## src/rtl/pbra_pkg.sv

```systemverilog
// Package for the page bitmap run allocator: shared types, codes and constants.
// No dependencies.
package pbra_pkg;

    localparam logic [1:0] STATUS_OK      = 2'd0;
    localparam logic [1:0] STATUS_SHORT   = 2'd1;
    localparam logic [1:0] STATUS_NOSPACE = 2'd2;

    localparam logic [1:0] CFG_HEAP_BASE  = 2'd0;
    localparam logic [1:0] CFG_PAGE_SHIFT = 2'd1;
    localparam logic [1:0] CFG_WORD_COUNT = 2'd2;

    localparam logic [12:0] COUNT_MAX = 13'd8191;

    typedef enum logic [3:0] {
        ST_IDLE,
        ST_DECODE,
        ST_SCAN_RD,
        ST_SCAN_EVAL,
        ST_MARK_RD,
        ST_MARK_WR,
        ST_FINISH,
        ST_OUT
    } state_t;

    // Commands from the controller to the datapath.
    typedef struct packed {
        logic load;        // capture the request
        logic decode;      // compute page count and free start
        logic scan_rd;     // read map word at scan pointer
        logic scan_eval;   // evaluate the word just read
        logic mark_rd;     // read map word at mark pointer
        logic mark_wr;     // write back the modified word
        logic finish;      // update count, build result
    } cmd_t;

    // Status from the datapath to the controller.
    typedef struct packed {
        logic zero_pages;
        logic is_free;
        logic free_in_range;
        logic scan_hit;
        logic scan_fail;
        logic mark_done;
    } stat_t;

    // Number of zero bits below the lowest set bit, 64 for an all-zero word.
    function automatic logic [6:0] low_zeros(input logic [63:0] w);
        logic [6:0] n;
        n = 7'd64;
        for (int i = 63; i >= 0; i--)
        begin
            if (w[i])
            begin
                n = 7'(i);
            end
        end
        return n;
    endfunction

endpackage

```

## src/rtl/pbra_ctrl.sv

```systemverilog
// Controller state machine of the page bitmap run allocator.
// Depends on pbra_pkg.
module pbra_ctrl
    import pbra_pkg::*;
(
    input  logic  clk,
    input  logic  rst_n,
    input  logic  in_valid,
    input  logic  out_stall,
    input  stat_t stat,
    output logic  in_stall,
    output logic  out_valid,
    output cmd_t  cmd
);

    state_t state_reg, state_next;

    always_ff @(posedge clk or negedge rst_n)
    begin
        if (!rst_n)
        begin
            state_reg <= ST_IDLE;
        end
        else
        begin
            state_reg <= state_next;
        end
    end

    always_comb
    begin
        state_next = state_reg;
        case (state_reg)
            ST_IDLE:
            begin
                if (in_valid)
                begin
                    state_next = ST_DECODE;
                end
            end
            ST_DECODE:
            begin
                if (stat.zero_pages)
                begin
                    state_next = ST_FINISH;
                end
                else if (stat.is_free)
                begin
                    state_next = stat.free_in_range ? ST_MARK_RD : ST_FINISH;
                end
                else
                begin
                    state_next = ST_SCAN_RD;
                end
            end
            ST_SCAN_RD:   state_next = ST_SCAN_EVAL;
            ST_SCAN_EVAL:
            begin
                if (stat.scan_hit)
                begin
                    state_next = ST_MARK_RD;
                end
                else if (stat.scan_fail)
                begin
                    state_next = ST_FINISH;
                end
                else
                begin
                    state_next = ST_SCAN_RD;
                end
            end
            ST_MARK_RD:   state_next = ST_MARK_WR;
            ST_MARK_WR:   state_next = stat.mark_done ? ST_FINISH : ST_MARK_RD;
            ST_FINISH:    state_next = ST_OUT;
            ST_OUT:
            begin
                if (!out_stall)
                begin
                    state_next = ST_IDLE;
                end
            end
            default:      state_next = ST_IDLE;
        endcase
    end

    always_comb
    begin
        cmd       = '0;
        in_stall  = 1'b1;
        out_valid = 1'b0;
        case (state_reg)
            ST_IDLE:
            begin
                in_stall = 1'b0;
                cmd.load = in_valid;
            end
            ST_DECODE:    cmd.decode = 1'b1;
            ST_SCAN_RD:   cmd.scan_rd = 1'b1;
            ST_SCAN_EVAL: cmd.scan_eval = 1'b1;
            ST_MARK_RD:   cmd.mark_rd = 1'b1;
            ST_MARK_WR:   cmd.mark_wr = 1'b1;
            ST_FINISH:    cmd.finish = 1'b1;
            ST_OUT:       out_valid = 1'b1;
            default:      in_stall = 1'b1;
        endcase
    end

endmodule

```

## config.mk

```make
export PLATFORM = sky130hd
export DESIGN_NAME = pbra_ctrl
export DESIGN_NICKNAME = d
export VERILOG_FILES = /design/src/rtl/pbra_pkg.sv /design/src/rtl/pbra_ctrl.sv
export SDC_FILE = /design/constraint.sdc
export NUM_CORES = 1
export LEC_CHECK = 0
export BUFFER_PORTS_ARGS = -buffer_cell sky130_fd_sc_hd__buf_2
export CAP_MARGIN = 20
export CORE_AREA = 10 10 47 49
export CTS_CLUSTER_DIAMETER = 200
export DETAILED_ROUTE_END_ITERATION = 8
export DIE_AREA = 0 0 57 59
export RECOVER_POWER = 50
export SYNTH_ARGS = -nofsm -noshare
export SYNTH_HDL_FRONTEND = slang
export SYNTH_SLANG_ARGS = --single-unit
```

## constraint.sdc

```tcl
create_clock -name clk -period 3.18 [get_ports clk]
set_input_delay 0.318 -clock clk [delete_from_list [all_inputs] [get_ports clk]]
set_output_delay 0.318 -clock clk [all_outputs]
set_load 0.02 [all_outputs]
```

Word level (Yosys, flattened, before mapping)
Index checks and enable logic that the tools add are counted.
{"block": "word_totals", "ff_bits": 4, "word_cells": 30}
{"block": "op_classes", "n_eq_ne": 9, "n_mux": 18, "n_reduce_logical": 2}
{"cell": "one-hot mux 4 bit (8 select lines)", "n": 1}
{"cell": "== test 4 x 3 -> 1 bit (second input constant)", "n": 4}
{"cell": "two-way mux 3 bit", "n": 4}
{"cell": "two-way mux 1 bit", "n": 9}
{"cell": "== test 4 x 2 -> 1 bit (second input constant)", "n": 2}
{"cell": "two-way mux 4 bit", "n": 2}
{"cell": "== test 4 x 1 -> 1 bit (second input constant)", "n": 1}
{"cell": "zero test 4 bit", "n": 1}
{"cell": "two-way mux 2 bit", "n": 2}
{"cell": "inequality test 2 bit (second input constant)", "n": 2}
{"cell": "AND reduction 2 bit", "n": 1}

Depth between registers and ports, before layout
Gate-level depths: netlist of the first run.
{"block": "logic_depth", "depth_word": 4, "mapped_depth": 4}

Least setup slack after synthesis of the first run
OpenSTA, ideal clock, no wires.
{"block": "synth_timing", "kind": "reg2out", "from": "reg state_reg[2]", "to": "out cmd[6] (netlist bit)", "arrival_ps": 1184, "t_required_ps": 2862, "setup_slack_ps": 1678, "path_stages_with_launch": 3, "path_buffers": 0, "cell_sequence": "dfrtp_1 > or3_1 > nor2_1"}
{"item": "from (decl)", "line_no": "pbra_ctrl.sv:16", "text": "state_t state_reg, state_next;"}
{"item": "from (signal assigned)", "line_no": "pbra_ctrl.sv:26", "text": "state_reg <= state_next;"}
{"item": "to (decl)", "line_no": "pbra_ctrl.sv:13", "text": "output cmd_t cmd"}

==> results.toml, run 1 <==
[status]
status = "finished clean"

[place]
dp_slack_ps = 1710
port_buffers = 18
gp_congestion = 0.754
dpl.hpwl_um = 628
place_inst = 62

[sta]
report.final.slew_viol_count = 0
period_share_pct = 53.7
finalSetupTns_ps = 0
fin_hold_ws_ps = 386
relSlewSlack_pct = 77.0
finalSetupViolCount = 0
rsz0062_at_grt = "false"
max_freq_mhz = 586
final-hold-violation-count = 0
layout_min_cycle_time_ps = 1710
tightest_slew_ps = 344
clock-skew-final_ps = 0.912
fin_ws_ps = 1470

[pwr]
power_frac_seq_pct = 31.3
clkPwrFrac_pct = 19.1
comb_power_share_pct = 49.7
p_sw_uw = 166
ir_drop_uv = 212
p_per_area_nw_per_um2 = 938
switching_share_pct = 48.1
p_int_uw = 179
leakagePower_nw = 0.185

[finish]
fill_cells = 170
most-common-layout-cells = "buf_2 (16), nand2_1 (4), nor2_1 (4)"
final_common_cell = "buf_2"
largest_reg_flops = 3
num-nets-final = 62
postLayoutCoreUtil_pct = 26.3
layout-drive-gt1-share_pct = 37.3
n_antenna_cell = 0
regArea_um2 = 75.1
multi_input_area_um2 = 145
area_growth_pct = 52.3
stdcell_count = 67

[clock_tree]
cts_tree = "done"
cts.sinks = 3
cts.htree.levels = 1
post_cts_resized = 0
clk_latency_ps = 230
cts_buffers = 3
cts_root_buf = "clkbuf_4"
path_clk_slew_ps = 40
cts_setup_buffers = 0
max-clock-path-buffers = 2

[floorplan]
die-area_um2 = 3360
start_util_pct = 17.2
die_x_um = 57
dieHeight_um = 59
core_um2 = 1400
io_pins = 19
rows = 14

[detailed_routing]
dr.pass1.iters = 2
routedWlPerCell_um = 11.6
drt_iter0_markers = 5
drt_wl_total_um = 775
drcViolationCount = 0
vias = 273
postRouteAntennaNets = 0
viasPerCell = 4.07

[yosys]
yosysUniqueCellTypes = 17
yosys_register_bits = 3
yosysSeqAreaShare_pct = 31.1
mappedNetlistArea_um2 = 241
synth_warnings = 0
syn_nets = 41
synthCells = 31
syn_area_per_cell_um2 = 7.79

[worst_hold_path]
hold_path_class = "in2reg"
min_path_cells = 3

[global_routing]
grt_pass1_vias = 261
grt-ovfl-total = 0
grt_max_degree = 15
grt_pass1_wl_um = 1120
antenna_found_initial = 0
grt_use_total_pct = 4.46

[setup_path]
path_class = "reg2out"
ff2ff_path_depth = 3
critPathLaunchType = "flop"
cp_data_required_time_ps = 2860
critical_path.top_delay_family = "simple AND/OR/NAND/NOR gates"
cp-end-kind = "output pin"
path_cells = "or3_1 -> nor2_1 -> buf_2"
cp_slowest_cell = "dfrtp_1"
cpPeakStageDelay_ps = 480
critPathBufInv = 1
crit_path_max_fanout = 13
crit_arrival_ps = 1390
crit_cells = 3

[run]
drv_cap = 0
## cell families (layout without fill, tap and decap cells)
kind of cell / Yosys count / after routing / synth area share (%)
AOI/OAI and AO/OA: 7 / 7 / 20.7
buffers and inverters: 4 / 24 / 8.81
DFF: 3 / 3 / 31.1
and+or+nand+nor: 17 / 17 / 39.4
## worst min-delay path: stages
cell       delay (ps)
buf_2              90
nor2_1             30
o2bb2ai_1         140
## power groups by stage
stage	Clock, mW	Combinational, mW	Sequential [mW]
floorplan	0	0.170	0.0687
global placement	0	0.177	0.106
detailed placement	0	0.178	0.109
CTS	0.0701	0.180	0.108
global route	0.0695	0.188	0.117
finish	0.0659	0.171	0.108
## cell type report
type / count / share of cell area, %
Multi-Input combinational cell: 24 / 39.5
Sequential cell: 3 / 20.4
Inverter: 1 / 1.02
Tap cell: 16 / 5.44
Clock buffer: 4 / 7.14
Timing Repair Buffer: 19 / 26.5
## final timing paths
kind / from / end / slack, ps
setup reg to reg: state_reg[1] / state_reg[2] / 1930
min in group asynchronous: rst_n / state_reg[0] / 420
max in group asynchronous: rst_n / state_reg[2] / 2610
setup / recovery: state_reg[2] / cmd[6] / 1470
hold / removal: in_valid / state_reg[0] / 390
hold reg to reg: state_reg[0] / state_reg[0] / 690
## cells in the mapped netlist (all sizes together)
master   instances  area, µm²
a221o            1       10.0
a21oi            2       10.0
inv              1       3.75
buf              3       17.5
nand3b           2       15.0
nor2             4       15.0
nor3b            3       22.5
o32ai            1       8.76
o21ai            1       5.00
and3b            1       8.76
or3              2       12.5
a21boi           1       7.51
dfrtp            3       75.1
o2bb2ai          1       8.76
and3             1       6.26
nand2            4       15.0
## per-stage QoR
stage | power [mW] | area [µm²]
floorplan | 0.239 | 241
global placement | 0.283 | 334
detailed placement | 0.287 | 334
CTS | 0.358 | 370
global route | 0.375 | 368
finish | 0.345 | 368
## metal layers
metal | track usage (%) | vias up | routed length (µm)
li1 | - | 149 | -
met1 | 4.17 | 116 | 319
met2 | 6.67 | 8 | 411
met3 | 2.15 | 0 | 44
met4 | 5.03 | 0 | 0
met5 | 0 | - | 0
## what timing repair did
item	CTS	global route
setup endpoints to repair	0	0
hold endpoints to repair	3	0
hold buffers	1	0
(Power assumes the default switching activity.)
==> run 2: changes to the inputs <==
Clock period 3.18 ns to 1.6 ns, I/O delays scaled along.
==> results.toml, run 2 (synthesis results as in run 1) <==
[place]
port_buffers = 18
place_inst = 62
dpl-instance-area_um2 = 334
gp_congestion = 0.754
dpl.hpwl_um = 625
dp_slack_ps = 290

[sta]
layout_min_cycle_time_ps = 1510
finalSetupTns_ps = 0
fin_ws_ps = 89.9
relSlewSlack_pct = 77.8
tightest_slew_ps = 333
max_freq_mhz = 662
finalSetupViolCount = 0
report.final.slew_viol_count = 0
rsz0062_at_grt = "false"
period_share_pct = 94.4
final-hold-violation-count = 0
fin_hold_ws_ps = 237
clock-skew-final_ps = 0.930

[global_routing]
grt-ovfl-total = 0
antenna_found_initial = 0
grt_pass1_wl_um = 1140
grt_pass1_vias = 264
grt_max_degree = 15
grt_use_total_pct = 4.63

[finish]
postLayoutCoreUtil_pct = 26.4
area_growth_pct = 53.4
n_antenna_cell = 0
most-common-layout-cells = "buf_2 (16), nand2_1 (4), nor2_1 (4)"
final_common_cell = "buf_2"
final_area_um2 = 370
layout-drive-gt1-share_pct = 41.2
stdcell_count = 67
num-nets-final = 62
fill_cells = 163
largest_reg_flops = 3

[detailed_routing]
routedWlPerCell_um = 11.5
drcViolationCount = 0
viasPerCell = 4.22
wl_met1_um = 303
drt_wl_total_um = 768
dr_wl_met3_um = 57
postRouteAntennaNets = 0
wl_met2_um = 406
drt_iter0_markers = 3
dr.max_layer_used = "met3"
dr.pass1.iters = 4
vias = 283

[worst_hold_path]
hold_path_class = "in2reg"
whs_endpoint = "state_reg[0]"
min_path_cells = 3
hp-start = "in_valid"

[floorplan]
io_pins = 19
die_x_um = 57
start_util_pct = 17.2
core_um2 = 1400
dieHeight_um = 59
die-area_um2 = 3360
rows = 14

[pwr]
ir_drop_uv = 436
p_per_area_nw_per_um2 = 1880
power_uw = 696
leakagePower_nw = 0.184

[clock_tree]
cts_buffers = 3
cts_root_buf = "clkbuf_4"
max-clock-path-buffers = 2
cts_tree = "done"
clk_latency_ps = 230
cts.htree.levels = 1
cts_setup_buffers = 0
path_clk_slew_ps = 40
cts.sinks = 3

[setup_path]
path_class = "reg2out"
ff2ff_path_depth = 3
critPathLaunchType = "flop"
crit_arrival_ps = 1350
cp-end-kind = "output pin"
r2r-start = "state_reg[1]"
r2r-end = "state_reg[2]"
cp_data_required_time_ps = 1440
reg2reg_slack_ps = 400
crit_path_max_fanout = 13

[run]
drv_cap = 0

[status]
status = "finished clean"
## run 2: cell types whose count changed in the layout (fill, tap and decap cells not counted)
cell | previous run | this run
dfrtp_2 | 0 | 2
a21boi_0 | 1 | 0
dfrtp_1 | 3 | 1
a21boi_1 | 0 | 1
## run 2: worst max path at each step
stage / start / to / slack, ps / depth (start not counted)
6_report: state_reg[2] / cmd[6] / 90 / 3
5_1_grt: state_reg[2] / cmd[6] / 20 / 3
4_1_cts: state_reg[1] / cmd[6] / 40 / 3
3_5_place_dp: state_reg[1] / cmd[6] / 290 / 3
3_3_place_gp: state_reg[2] / cmd[6] / 310 / 3
2_1_floorplan: state_reg[2] / cmd[6] / 260 / 2
## run 2: layout make-up
class	instances	area [µm²]	share of cell area (%)
Tap cell	16	20.0	5.41
Sequential cell	3	77.6	20.9
Clock buffer	4	26.3	7.09
Timing Repair Buffer	19	97.6	26.4
Inverter	1	3.75	1.01
Multi-Input combinational cell	24	145	39.2
## run 2: repair_timing
action / CTS / global route
gates resized for setup: 0 / 2
setup endpoints to repair: 0 / 1
endpoints found under the hold margin: 3 / 0
hold buffers: 1 / 0
## run 2: where the power goes
group	total [mW]	internal [mW]	switching (mW)
sequential	0.221	0.117	0.104
clock	0.131	0.0934	0.0379
combinational	0.343	0.152	0.191
## run 2: critical path: stages, from the launching register on
cell	delay [ps]
dfrtp_2	460
or3_1	400
nor2_1	90
buf_2	170
## run 2: routing by layer
layer / vias up / GRT usage (%)
met5: - / 0
met4: 0 / 5.03
met3: 0 / 3.22
met2: 10 / 6.98
met1: 122 / 3.81
li1: 151 / -
